==> config.mk <==
export PLATFORM = sky130hd
export DESIGN_NAME = tagged_table_oldest_replace_core_flat
export DESIGN_NICKNAME = d
export VERILOG_FILES = /design/src/design/ttor_pkg.sv /design/src/design/ttor_req_if.sv /design/src/design/ttor_rsp_if.sv /design/src/design/ttor_cmp.sv /design/src/design/ttor_table.sv /design/src/design/tagged_table_oldest_replace_core.sv /design/src/flat_wrapper.sv
export SDC_FILE = /design/constraint.sdc
export NUM_CORES = 2
export LEC_CHECK = 0
export BUFFER_PORTS_ARGS = -buffer_cell sky130_fd_sc_hd__clkbuf_2
export CAP_MARGIN = 5
export CORE_MARGIN = 5
export CORE_UTILIZATION = 58
export CTS_BUF_LIST = sky130_fd_sc_hd__clkbuf_2
export DETAILED_ROUTE_END_ITERATION = 8
export PLACE_DENSITY = 0.78
export SYNTH_ARGS = -nofsm -noshare
export SYNTH_HDL_FRONTEND = slang
export SYNTH_SLANG_ARGS = --single-unit
==> constraint.sdc <==
create_clock -name clk -period 13.3 [get_ports clk]
set_input_delay 1.33 -clock clk [delete_from_list [all_inputs] [get_ports clk]]
set_output_delay 1.33 -clock clk [all_outputs]
set_load 0.01 [all_outputs]
==> src/design/ttor_pkg.sv <==
// ----------------------------------------------------------------------------
// ttor_pkg
// Shared types and codes for the tagged trace table with oldest replacement.
// ----------------------------------------------------------------------------
package ttor_pkg;

  // Request codes carried in req_type.
  localparam logic REQ_STORE  = 1'b0;
  localparam logic REQ_LOOKUP = 1'b1;

  // Operation of the shared compare unit.
  typedef enum logic [1:0] {
    CMP_EQ = 2'b01,
    CMP_LT = 2'b10
  } cmp_op_t;

  // One stored trace record.
  typedef struct packed {
    logic [31:0]        tag;
    logic [7:0]         hops;
    logic signed [7:0]  snr_out;
    logic signed [7:0]  snr_in;
    logic [31:0]        time_ms;
    logic [31:0]        order;
  } rec_t;

  // One result before it moves to the output register.
  typedef struct packed {
    logic               hit;
    logic               evicted;
    logic [3:0]         slot;
    logic [7:0]         hops;
    logic signed [7:0]  snr_out;
    logic signed [7:0]  snr_in;
    logic [31:0]        time_ms;
    logic [31:0]        order;
  } res_t;

endpackage

==> src/design/ttor_req_if.sv <==
// ----------------------------------------------------------------------------
// ttor_req_if
// Request channel: valid/ready handshake with the request fields.
// ----------------------------------------------------------------------------
interface ttor_req_if;
  logic               valid;
  logic               ready;
  logic               req_type;
  logic [31:0]        tag;
  logic [7:0]         hop_num;
  logic signed [7:0]  snr_outbound;
  logic signed [7:0]  snr_inbound;
  logic [31:0]        now_ms;

  modport source (
    output valid, req_type, tag, hop_num, snr_outbound, snr_inbound, now_ms,
    input  ready
  );
  modport sink (
    input  valid, req_type, tag, hop_num, snr_outbound, snr_inbound, now_ms,
    output ready
  );
endinterface

==> src/design/ttor_rsp_if.sv <==
// ----------------------------------------------------------------------------
// ttor_rsp_if
// Response channel: valid/ready handshake with the result fields.
// ----------------------------------------------------------------------------
interface ttor_rsp_if;
  logic               valid;
  logic               ready;
  logic               hit;
  logic               evicted;
  logic [3:0]         slot;
  logic [7:0]         out_hop_num;
  logic signed [7:0]  out_snr_outbound;
  logic signed [7:0]  out_snr_inbound;
  logic [31:0]        out_time_ms;
  logic [31:0]        out_order;

  modport source (
    output valid, hit, evicted, slot, out_hop_num, out_snr_outbound,
           out_snr_inbound, out_time_ms, out_order,
    input  ready
  );
  modport sink (
    input  valid, hit, evicted, slot, out_hop_num, out_snr_outbound,
           out_snr_inbound, out_time_ms, out_order,
    output ready
  );
endinterface

==> src/design/ttor_cmp.sv <==
// ----------------------------------------------------------------------------
// ttor_cmp
// Shared 32-bit compare unit: tag equality or unsigned less-than on order.
// ----------------------------------------------------------------------------
module ttor_cmp (
  input  ttor_pkg::cmp_op_t op,
  input  logic [31:0]       a,
  input  logic [31:0]       b,
  output logic              flag
);
  import ttor_pkg::*;

  always_comb begin
    case (op)
      CMP_EQ:  flag = (a == b);
      CMP_LT:  flag = (a < b);
      default: flag = 1'b0;
    endcase
  end
endmodule

==> src/design/ttor_table.sv <==
// ----------------------------------------------------------------------------
// ttor_table
// Record memory with one write and one registered read port, plus a valid
// flag per entry that reset clears.
// ----------------------------------------------------------------------------
module ttor_table #(
  parameter int ENTRIES = 16,
  parameter int AW      = $clog2(ENTRIES)
) (
  input  logic            clk,
  input  logic            rst,
  input  logic [AW-1:0]   rd_addr,
  output ttor_pkg::rec_t  rd_rec,
  output logic            rd_valid,
  input  logic            wr_en,
  input  logic [AW-1:0]   wr_addr,
  input  ttor_pkg::rec_t  wr_rec
);
  import ttor_pkg::*;

  rec_t                mem [ENTRIES];
  logic [ENTRIES-1:0]  valid;

  always_ff @(posedge clk) begin
    rd_rec <= mem[rd_addr];
    if (wr_en) begin
      mem[wr_addr] <= wr_rec;
    end
  end

  always_ff @(posedge clk) begin
    if (rst) begin
      valid    <= '0;
      rd_valid <= 1'b0;
    end else begin
      rd_valid <= valid[rd_addr];
      if (wr_en) begin
        valid[wr_addr] <= 1'b1;
      end
    end
  end
endmodule

==> src/design/tagged_table_oldest_replace_core.sv <==
// ----------------------------------------------------------------------------
// tagged_table_oldest_replace_core
// Fully associative trace record table keyed by a 32-bit tag, with
// oldest-entry replacement when the table is full.
// ----------------------------------------------------------------------------
// A request takes one transfer on req and gives exactly one transfer on rsp.
// The block handles one request at a time: it scans the record memory one
// entry per cycle through a single registered read port and a single compare
// unit. A lookup ends after that scan; a store writes the slot holding its
// tag or else the first free slot, and a store into a full table takes a
// second scan for the slot with the smallest sequence number. req.ready
// returns in the cycle after the result is loaded into the output register,
// where the result waits, so the next request can be accepted while a
// finished result is still held.
// The table starts empty after reset; no clearing pass is needed.
// ----------------------------------------------------------------------------
module tagged_table_oldest_replace_core #(
  parameter int ENTRIES = 16
) (
  input  logic       clk,
  input  logic       rst,
  ttor_req_if.sink   req,
  ttor_rsp_if.source rsp
);
  import ttor_pkg::*;

  localparam int AW = $clog2(ENTRIES);
  localparam logic [AW-1:0] LAST = AW'(ENTRIES - 1);

  // Sequencer states.
  typedef enum logic [4:0] {
    ST_IDLE  = 5'b00001,
    ST_SCAN  = 5'b00010,
    ST_AGE   = 5'b00100,
    ST_WRITE = 5'b01000,
    ST_DONE  = 5'b10000
  } state_t;

  state_t         state;

  // Latched request.
  logic           req_type_q;
  logic [31:0]    tag_q;
  logic [7:0]     hops_q;
  logic [7:0]     snr_out_q;
  logic [7:0]     snr_in_q;
  logic [31:0]    time_q;

  // Scan control: cnt is the address being issued, rd_idx the address whose
  // data is on the read port this cycle (valid when pend is high).
  logic [AW-1:0]  cnt;
  logic           issue_on;
  logic           pend;
  logic [AW-1:0]  rd_idx;

  // Search results.
  logic           match_found;
  logic [AW-1:0]  match_idx;
  rec_t           match_rec;
  logic           free_found;
  logic [AW-1:0]  free_idx;
  logic [31:0]    min_order;
  logic [AW-1:0]  min_idx;
  logic [AW-1:0]  tgt_idx;

  logic [31:0]    order_counter;
  res_t           res;
  res_t           out_res;
  logic           out_valid;

  // Memory and compare unit hookup.
  rec_t           rd_rec;
  logic           rd_valid;
  logic           wr_en;
  rec_t           wr_rec;
  cmp_op_t        cmp_op;
  logic [31:0]    cmp_a;
  logic [31:0]    cmp_b;
  logic           cmp_flag;

  // Search results including the entry on the read port this cycle.
  logic           m_found;
  logic [AW-1:0]  m_idx;
  rec_t           m_rec;
  logic           f_found;
  logic [AW-1:0]  f_idx;
  logic           take_min;

  ttor_table #(.ENTRIES(ENTRIES), .AW(AW)) u_table (
    .clk      (clk),
    .rst      (rst),
    .rd_addr  (cnt),
    .rd_rec   (rd_rec),
    .rd_valid (rd_valid),
    .wr_en    (wr_en),
    .wr_addr  (tgt_idx),
    .wr_rec   (wr_rec)
  );

  ttor_cmp u_cmp (
    .op   (cmp_op),
    .a    (cmp_a),
    .b    (cmp_b),
    .flag (cmp_flag)
  );

  // The first pass compares tags; the aging pass compares sequence numbers.
  always_comb begin
    if (state == ST_AGE) begin
      cmp_op = CMP_LT;
      cmp_a  = rd_rec.order;
      cmp_b  = min_order;
    end else begin
      cmp_op = CMP_EQ;
      cmp_a  = rd_rec.tag;
      cmp_b  = tag_q;
    end
  end

  always_comb begin
    m_found  = match_found | (pend & rd_valid & cmp_flag);
    m_idx    = match_found ? match_idx : rd_idx;
    m_rec    = match_found ? match_rec : rd_rec;
    f_found  = free_found | (pend & ~rd_valid);
    f_idx    = free_found ? free_idx : rd_idx;
    // A strict less-than keeps the lower index on a tie.
    take_min = (rd_idx == '0) | cmp_flag;
  end

  // The written record takes the next sequence number; it wraps freely.
  assign wr_en  = (state == ST_WRITE);
  assign wr_rec = '{tag: tag_q, hops: hops_q, snr_out: snr_out_q, snr_in: snr_in_q,
                    time_ms: time_q, order: order_counter + 32'd1};

  assign req.ready = (state == ST_IDLE);

  assign rsp.valid            = out_valid;
  assign rsp.hit              = out_res.hit;
  assign rsp.evicted          = out_res.evicted;
  assign rsp.slot             = out_res.slot;
  assign rsp.out_hop_num      = out_res.hops;
  assign rsp.out_snr_outbound = out_res.snr_out;
  assign rsp.out_snr_inbound  = out_res.snr_in;
  assign rsp.out_time_ms      = out_res.time_ms;
  assign rsp.out_order        = out_res.order;

  always_ff @(posedge clk) begin
    if (rst) begin
      state         <= ST_IDLE;
      cnt           <= '0;
      issue_on      <= 1'b0;
      pend          <= 1'b0;
      match_found   <= 1'b0;
      free_found    <= 1'b0;
      order_counter <= '0;
      out_valid     <= 1'b0;
    end else begin
      // The done state reloads the output register itself.
      if (out_valid && rsp.ready && state != ST_DONE) begin
        out_valid <= 1'b0;
      end

      // Address issue, shared by both scan passes.
      if (state == ST_SCAN || state == ST_AGE) begin
        if (issue_on) begin
          pend   <= 1'b1;
          rd_idx <= cnt;
          if (cnt == LAST) begin
            issue_on <= 1'b0;
          end else begin
            cnt <= cnt + 1'b1;
          end
        end else begin
          pend <= 1'b0;
        end
      end

      case (state)
        ST_IDLE: begin
          if (req.valid) begin
            req_type_q  <= req.req_type;
            tag_q       <= req.tag;
            hops_q      <= req.hop_num;
            snr_out_q   <= req.snr_outbound;
            snr_in_q    <= req.snr_inbound;
            time_q      <= req.now_ms;
            cnt         <= '0;
            issue_on    <= 1'b1;
            pend        <= 1'b0;
            match_found <= 1'b0;
            free_found  <= 1'b0;
            state       <= ST_SCAN;
          end
        end

        ST_SCAN: begin
          if (pend) begin
            match_found <= m_found;
            match_idx   <= m_idx;
            match_rec   <= m_rec;
            free_found  <= f_found;
            free_idx    <= f_idx;
            if (rd_idx == LAST) begin
              res.hit     <= m_found;
              // Only a store into a full table evicts.
              res.evicted <= (req_type_q == REQ_STORE) & ~m_found & ~f_found;
              if (req_type_q == REQ_LOOKUP) begin
                // A miss reports all fields as zero.
                if (m_found) begin
                  res.slot    <= 4'(m_idx);
                  res.hops    <= m_rec.hops;
                  res.snr_out <= m_rec.snr_out;
                  res.snr_in  <= m_rec.snr_in;
                  res.time_ms <= m_rec.time_ms;
                  res.order   <= m_rec.order;
                end else begin
                  res.slot    <= '0;
                  res.hops    <= '0;
                  res.snr_out <= '0;
                  res.snr_in  <= '0;
                  res.time_ms <= '0;
                  res.order   <= '0;
                end
                state <= ST_DONE;
              end else if (m_found) begin
                tgt_idx <= m_idx;
                state   <= ST_WRITE;
              end else if (f_found) begin
                tgt_idx <= f_idx;
                state   <= ST_WRITE;
              end else begin
                // Table is full: second pass finds the oldest entry.
                cnt         <= '0;
                issue_on    <= 1'b1;
                state       <= ST_AGE;
              end
            end
          end
        end

        ST_AGE: begin
          if (pend) begin
            if (take_min) begin
              min_order <= rd_rec.order;
              min_idx   <= rd_idx;
            end
            if (rd_idx == LAST) begin
              tgt_idx <= take_min ? rd_idx : min_idx;
              state   <= ST_WRITE;
            end
          end
        end

        ST_WRITE: begin
          order_counter <= order_counter + 32'd1;
          res.slot      <= 4'(tgt_idx);
          res.hops      <= wr_rec.hops;
          res.snr_out   <= wr_rec.snr_out;
          res.snr_in    <= wr_rec.snr_in;
          res.time_ms   <= wr_rec.time_ms;
          res.order     <= wr_rec.order;
          state         <= ST_DONE;
        end

        ST_DONE: begin
          if (!out_valid || rsp.ready) begin
            out_valid <= 1'b1;
            out_res   <= res;
            state     <= ST_IDLE;
          end
        end

        default: begin
          state <= ST_IDLE;
        end
      endcase
    end
  end
endmodule
==> src/flat_wrapper.sv <==
// flat-port wrapper written by rule: the top's interface ports become plain ports
module tagged_table_oldest_replace_core_flat import ttor_pkg::*;
#(
  parameter int ENTRIES = 16
)
  (clk, rst, req_valid, req_req_type, req_tag, req_hop_num, req_snr_outbound, req_snr_inbound, req_now_ms, req_ready, rsp_valid, rsp_hit, rsp_evicted, rsp_slot, rsp_out_hop_num, rsp_out_snr_outbound, rsp_out_snr_inbound, rsp_out_time_ms, rsp_out_order, rsp_ready);
  ttor_req_if req_i ();
  ttor_rsp_if rsp_i ();
  input  logic clk;
  input  logic rst;
  input wire logic [$bits(req_i.valid)-1:0] req_valid;
  input wire logic [$bits(req_i.req_type)-1:0] req_req_type;
  input wire logic [$bits(req_i.tag)-1:0] req_tag;
  input wire logic [$bits(req_i.hop_num)-1:0] req_hop_num;
  input wire logic [$bits(req_i.snr_outbound)-1:0] req_snr_outbound;
  input wire logic [$bits(req_i.snr_inbound)-1:0] req_snr_inbound;
  input wire logic [$bits(req_i.now_ms)-1:0] req_now_ms;
  output wire logic [$bits(req_i.ready)-1:0] req_ready;
  output wire logic [$bits(rsp_i.valid)-1:0] rsp_valid;
  output wire logic [$bits(rsp_i.hit)-1:0] rsp_hit;
  output wire logic [$bits(rsp_i.evicted)-1:0] rsp_evicted;
  output wire logic [$bits(rsp_i.slot)-1:0] rsp_slot;
  output wire logic [$bits(rsp_i.out_hop_num)-1:0] rsp_out_hop_num;
  output wire logic [$bits(rsp_i.out_snr_outbound)-1:0] rsp_out_snr_outbound;
  output wire logic [$bits(rsp_i.out_snr_inbound)-1:0] rsp_out_snr_inbound;
  output wire logic [$bits(rsp_i.out_time_ms)-1:0] rsp_out_time_ms;
  output wire logic [$bits(rsp_i.out_order)-1:0] rsp_out_order;
  input wire logic [$bits(rsp_i.ready)-1:0] rsp_ready;
  assign req_i.valid = req_valid;
  assign req_i.req_type = req_req_type;
  assign req_i.tag = req_tag;
  assign req_i.hop_num = req_hop_num;
  assign req_i.snr_outbound = req_snr_outbound;
  assign req_i.snr_inbound = req_snr_inbound;
  assign req_i.now_ms = req_now_ms;
  assign req_ready = req_i.ready;
  assign rsp_valid = rsp_i.valid;
  assign rsp_hit = rsp_i.hit;
  assign rsp_evicted = rsp_i.evicted;
  assign rsp_slot = rsp_i.slot;
  assign rsp_out_hop_num = rsp_i.out_hop_num;
  assign rsp_out_snr_outbound = rsp_i.out_snr_outbound;
  assign rsp_out_snr_inbound = rsp_i.out_snr_inbound;
  assign rsp_out_time_ms = rsp_i.out_time_ms;
  assign rsp_out_order = rsp_i.out_order;
  assign rsp_i.ready = rsp_ready;
  tagged_table_oldest_replace_core #(.ENTRIES(ENTRIES)) u_core (.clk(clk), .rst(rst), .req(req_i), .rsp(rsp_i));
endmodule
=== Word-level counts from Yosys, hierarchy flattened ===
Memories as Yosys holds them, arrays and structs flattened. A register that Yosys moved wholly into a read port is not among the register bits.
Index checks and enable logic that the tools add are counted.

* Memory bits (writable): 1920
* Input port bits: 93
* Logic and storage cells: 174
* Memories kept: 1
* Output and inout bits: 96
* Register bits after elaboration: 480

{| class="wikitable"
|+ Memories
! memory !! words !! bits a word !! rd ports !! clocked after Yosys merged registers in !! wr ports !! RTL line !! source
|-
| u_core.u_table.mem || 16 || 120 || 1 || 1 || 1 || ttor_table.sv:21 || <nowiki>rec_t mem [ENTRIES];</nowiki>
|}

* Equality and inequality tests: 20
* Order comparisons: 4
* Reductions and logical operators: 21
* $add $sub $neg: 2
* Bitwise gates (word level): 14
* Multiplexer cells: 69

{| class="wikitable"
|+ Operators with widths
! cell !! number
|-
| two-way mux 92 bit || 4
|-
| case mux 92 bit (2 select lines) || 1
|-
| two-way mux 88 bit || 1
|-
| two-way mux 4 bit || 21
|-
| two-way mux 32 bit || 2
|-
| two-way mux 5 bit || 7
|-
| adder 32 x 1 -> 32 bit, second input constant || 1
|-
| == test 32 bit || 1
|-
| less-than comparator 32 bit || 1
|-
| case mux 5 bit (5 select lines) || 1
|-
| two-way mux 1 bit || 23
|-
| AND reduction 3 bit || 6
|-
| bitwise OR 16 bit || 1
|-
| case mux 4 bit (2 select lines) || 2
|-
| less-than comparator 4 x 5 -> 1 bit, second input constant || 2
|-
| == test 4 bit, second input constant || 2
|-
| inequality test 2 x 1 -> 1 bit, second input constant || 4
|-
| inequality test 2 bit, second input constant || 4
|-
| case mux 1 bit (2 select lines) || 4
|-
| AND reduction 4 bit || 2
|-
| AND reduction 8 bit || 1
|-
| AND reduction 6 bit || 1
|-
| nonzero test 2 bit || 3
|-
| bitwise AND 1 bit || 5
|-
| 21 further kinds || 30
|}

=== Logic depth before layout (Yosys ltp) ===
* Depth in word-level cells: 11
* Depth in mapped cells: 17
* Gate-level depth less buffers: 13

=== Hierarchy ===
A second synthesis with hierarchy kept.

* Cells, all modules: 4354
* Area, all modules: 93796.2 µm²

{| class="wikitable"
|+ By module, submodules not included
! module !! sequential area each (µm²) !! cells an instance !! times used !! area each (µm²)
|-
| ttor_table || 60397.9 || 3013 || 1 || 74654.1
|-
| tagged_table_oldest_replace_core || 13442.9 || 1225 || 1 || 18286.3
|-
| ttor_cmp || 0.0 || 116 || 1 || 855.8
|}

=== Worst setup path before layout ===
No wires, ideal clock.

* Kind: reg-to-reg
* Start point: register u_core.state[1]
* End point: memory u_core.u_table.mem[0][0] in the netlist's numbering (enable)
* Data required time: 12362 ps
* Arrival: 12929 ps
* Stages on the path, launching flop included: 4
* Clock period less this slack: 13867 ps
* Library setup time: 938 ps
* Buffers on the path: 0
* Slack: -567 ps
* Cell sequence: dfxtp_1 > nor2_1 > nand3_1 > nor4b_1

* Word-level cells in the longest chain between the ends: 3

{| class="wikitable"
|+ Ends and longest elaborated chain
! element !! RTL line !! source
|-
| from (decl) || tagged_table_oldest_replace_core.sv:39 || <nowiki>state_t state;</nowiki>
|-
| from (signal assigned) || tagged_table_oldest_replace_core.sv:149 || <nowiki>state <= ST_IDLE;</nowiki>
|-
| from (signal assigned) || tagged_table_oldest_replace_core.sv:192 || <nowiki>state <= ST_SCAN;</nowiki>
|-
| from (signal assigned) || tagged_table_oldest_replace_core.sv:224 || <nowiki>state <= ST_DONE;</nowiki>
|-
| == test 5 x 4 -> 1 bit || tagged_table_oldest_replace_core.sv:131 || <nowiki>assign wr_en = (state == ST_WRITE);</nowiki>
|-
| two-way mux 1 bit || ttor_table.sv:26 || <nowiki>if (wr_en) begin</nowiki>
|-
| two-way mux 1 bit (not written as such) || ttor_table.sv:27 || <nowiki>mem[wr_addr] <= wr_rec;</nowiki>
|-
| to (decl) || ttor_table.sv:21 ||
|}

No other way between the ends.

=== Worst setup path in the final report ===
* Start point: register u_core.state[0]
* End point: register u_core.res[0] in the netlist's numbering, data pin

* Word-level cells in the longest chain between the ends: 11
* Elaborated cells on any way between the ends: 18
* Those cells by class: 1 x order compare; 6 x eq/ne; 9 x mux; 2 x bitwise

{| class="wikitable"
|+ Ends and longest elaborated chain
! element !! RTL line !! source
|-
| == test 5 x 3 -> 1 bit || tagged_table_oldest_replace_core.sv:109 || <nowiki>if (state == ST_AGE) begin</nowiki>
|-
| two-way mux 32 bit or two-way mux 2 bit (tied branches) || tagged_table_oldest_replace_core.sv:109 ||
|-
| less-than comparator 32 bit, or another cell as far along || ttor_cmp.sv:16 || <nowiki>CMP_LT: flag = (a < b);</nowiki>
|-
| case mux 1 bit (2 select lines) || ttor_cmp.sv:14 || <nowiki>case (op)</nowiki>
|-
| bitwise AND 1 bit || tagged_table_oldest_replace_core.sv:121 || <nowiki>m_found = match_found | (pend & rd_valid & cmp_flag);</nowiki>
|-
| bitwise OR 1 bit || tagged_table_oldest_replace_core.sv:121 ||
|-
| two-way mux 92 bit || tagged_table_oldest_replace_core.sv:209 || <nowiki>if (m_found) begin</nowiki>
|-
| two-way mux 92 bit || tagged_table_oldest_replace_core.sv:207 || <nowiki>if (req_type_q == REQ_LOOKUP) begin</nowiki>
|-
| two-way mux 92 bit || tagged_table_oldest_replace_core.sv:203 || <nowiki>if (rd_idx == LAST) begin</nowiki>
|-
| two-way mux 92 bit || tagged_table_oldest_replace_core.sv:197 || <nowiki>if (pend) begin</nowiki>
|-
| case mux 92 bit (2 select lines) * || tagged_table_oldest_replace_core.sv:178 || <nowiki>case (state)</nowiki>
|-
| to (decl) || tagged_table_oldest_replace_core.sv:67 || <nowiki>res_t res;</nowiki>
|}

Every way passes the cells marked *; elsewhere a longest branch is shown, timed or not. The select of a mux whose other input is x is not followed.
A chain may end at the register's enable or synchronous reset.

==> summary.txt <==
Power
  – Leak Pwr: 34.1 nW
  – Power density cells: 134 nW/µm²
  – Final Total Pwr: roughly 14 mW
  – Max VDD drop: 95.2 µV

STA
  – Setup TNS: 0 ns
  – Final worst path period need: 5.63 ns
  – Slew Limit Fails: 0
  – Slew headroom: about 16%
  – Final hold violation count: 0
  – RSZ-0062 raised after global routing: no
  – Setup Viol. Count Final: 0
  – FMAX: 178 MHz
  – Worst slew pin tran: 1.26 ns
  – Final period util: 42.3%
  – Worst Slack Setup Final: 7.67 ns
  – Final Skew: 0.131 ns

GRT
  – Initial antenna violation count: 6
  – Total track usage: 25.2%
  – Largest net degree at the start of global routing: 133
  – Gr ovfl total: 0
  – First-pass GRT wire length: slightly above 300000 µm
  – Vias in the first global route: 48000

Detailed routing
  – Number of remaining DRC errors: 0
  – DRT iter0 DRCs: about 6100
  – Via Count: 46700
  – Routed WL: 212000 µm
  – Vias per std cell: 6.15
  – Routed Antenna Nets: 0
  – Post-DR wirelength/cell: 27.9 µm
  – Pre-antenna DRT Iters: 5

Setup path
  – Worst setup endpoint: u_core.res[0]
  – Reg2Reg Capture Point: u_core.res[0]
  – Crit path max fanout: 71
  – Crit Path Category: register to register
  – Critical Path Sink Type: register
  – Reg2reg setup slack: 7.67 ns
  – R2R cell count: 14
  – Element type at the critical path start: register
  – CP required: 14.78 ns
  – Worst reg2reg path startpoint: u_core.state[0]
  – Crit path DAT: 7.11 ns
  – CP Launch Point: u_core.state[0]

Clocking
  – Later-pin clock latency in the skew report: 1.77 ns
  – Cts repair resizes: 0
  – Clock-pin slew on the worst setup and hold paths: around 0.12 ns
  – Clock Path Buffers: 4
  – # H-tree levels: 6
  – CTS tree: yes
  – Clk root buf: clkbuf_2
  – Cts bufs inserted: between 600 and 700
  – Sink Count: 2520

Flow run
  – Max Cap Viol: 0

Layout
  – Most frequent cells in the layout: edfxtp_1 (2337), clkbuf_2 (1126), mux4_2 (605)
  – Layout Nets: 5107
  – Synth-to-layout area growth: 11.0%
  – Finished Layout Cells: 7602
  – Most common cell after layout, fill and taps aside: edfxtp_1
  – Fillers: 10500
  – Fraction of layout cells with a size suffix above 1: 36.5%

Logic synthesis
  – Mapped Avg Cell Area: 22.2 µm²
  – Yosys warning count: 0
  – Syn_nets: about 4400
  – FF+latch count, synth: 2520
  – Synth async-reset ratio: 0%
  – Ys flop type: edfxtp_1
  – Mapped Cells: about 4200
  – Synthesized area: 93800 µm²
  – Post-synth EDFFs: approximately 2300
  – Yosys cell types: 57
  – Register area share after synthesis: 78.7%

Die
  – Row Count: around 150
  – Die area: roughly 170000 µm²
  – Die height: 412 µm
  – Core Area: 161000 µm²
  – Chip width: a little over 400 µm
  – Initial Util: 58.4%
  – Top Ports: 189

Place
  – Worst slack, placed: 7.71 ns
  – Placed insts: roughly 6400
  – Final HPWL DP: 104000 µm
  – Port Buffers: between 150 and 200
  – Routability Congestion: 0.836

Outcome
  – Outcome: finished clean

Hold path
  – Worst Hold Class: input pin to register
sequential cells by signal (all words and copies together) (netlist names), 5 cells and up:
register and count:
u_core.rsp.out_order 32, u_core.res 94, u_core.min_order 32, u_core.hops_q 8
u_core.tag_q 32, u_core.time_q 32, u_core.match_rec 88, u_core.u_table.rd_rec 120
u_core.rsp.out_snr_inbound 8, u_core.snr_out_q 8, u_core.snr_in_q 8, u_core.u_table.valid 16
u_core.rsp.out_snr_outbound 8, u_core.rsp.out_time_ms 32, u_core.order_counter 32, u_core.u_table.mem 1920
u_core.state 5, u_core.rsp.out_hop_num 8
critical path, cell delays in order (launching register included):
cell and delay, ns:
dfxtp_1 0.34, or3_1 0.42, or3b_4 0.42, buf_4 0.40, mux2i_1 0.22, ha_1 0.34, nand3_1 0.15, nor4_1 0.50
o311ai_0 0.29, and4_1 0.31, a21oi_4 0.13, buf_4 0.45, buf_4 0.69, nor2_2 0.30, a22o_1 0.27
worst min-delay path by stage:
stage                   startpoint                             end  slack, ns  depth (start not counted)
6_report       req_snr_outbound[2]             u_core.snr_out_q[2]       0.25                          2
5_1_grt        req_snr_outbound[2]             u_core.snr_out_q[2]       0.09                          2
4_1_cts                        rst        u_core.order_counter[20]       0.01                          3
3_5_place_dp        u_core.res[75]  u_core.rsp.out_snr_outbound[3]       0.41                          0
3_3_place_gp        u_core.res[36]       u_core.rsp.out_time_ms[4]       0.40                          0
2_1_floorplan       u_core.res[92]              u_core.rsp.evicted       0.40                          0
metrics by stage:
step | hold slack, ns | util, % | instance area, µm²
after CTS | 0.00954 | 64.7 | 104000
after detailed placement | 0.405 | 60.7 | 97600
after floorplan | 0.400 | - | 93800
after global routing | 0.0946 | 64.7 | 104000
after global placement | 0.404 | 60.7 | 97600
final | 0.250 | 64.7 | 104000
routing by layer:
metal	global-route usage [%]	wire (µm)	vias to the layer above
met5	0	0	-
met4	8.31	5240	0
met3	7.73	25200	394
met2	38.7	101000	2958
met1	35.3	80400	24000
li1	-	-	19400
report_power, final:
part           leakage [nW]  internal, mW  switching (mW)
combinational          7.12        0.0795          0.0886
sequential             22.7          8.66           0.102
clock                  4.27          2.08            2.91
Yosys cell counts (3+ instances only):
master | count | share of area (%)
a211oi_1 | 3 | 0.024
a21oi_1 | 32 | 0.17
a22o_1 | 14 | 0.13
a31oi_1 | 3 | 0.020
and2_1 | 6 | 0.040
and3_1 | 6 | 0.040
and4_1 | 4 | 0.037
buf_1 | 47 | 0.19
buf_2 | 4 | 0.021
clkbuf_1 | 151 | 0.60
dfxtp_1 | 183 | 3.9
edfxtp_1 | 2337 | 75
ha_1 | 34 | 0.45
inv_1 | 9 | 0.036
mux2_2 | 99 | 1.2
mux2i_1 | 35 | 0.37
mux4_2 | 605 | 15
nand2_1 | 286 | 1.1
nand2b_1 | 6 | 0.040
nand3_1 | 25 | 0.13
nand4_1 | 14 | 0.093
nor2_1 | 94 | 0.38
nor2b_1 | 4 | 0.027
nor3_1 | 16 | 0.085
nor3b_1 | 4 | 0.032
nor4_1 | 7 | 0.047
o21ai_0 | 90 | 0.48
o2bb2ai_1 | 5 | 0.047
or2_2 | 4 | 0.027
or3_1 | 13 | 0.087
xnor2_1 | 20 | 0.19
xor2_1 | 31 | 0.29
cells by family after synthesis:
group / after synthesis / synth area share (%)
flip-flops: 2520 / 78.7
multiplexers: 740 / 16.1
AND/OR/NAND/NOR: 498 / 2.29
buffers and inverters: 213 / 0.870
AO/OA/AOI/OAI: 167 / 1.08
XOR/XNOR: 51 / 0.476
adder cells (fa/ha/maj): 34 / 0.454
what timing repair did:
item                                   4_1_cts  5_1_grt
setup buffers                                0        0
endpoints found under the hold margin       94        0
hold buffers                                91        0
cell type report:
class                   instances  area (µm²)  area share (%)
clock inverters               116         759           0.730
clock buffers                 938        4690            4.51
inverters                       9        33.8          0.0325
flip-flops and latches       2520       73900            71.0
repair buffers                358        2670            2.57
diodes                         11        27.5          0.0264
well taps                    2160        2700            2.60
multi-input cells            1490       19300            18.6
Note: power is estimated with default switching activity, not from simulation.
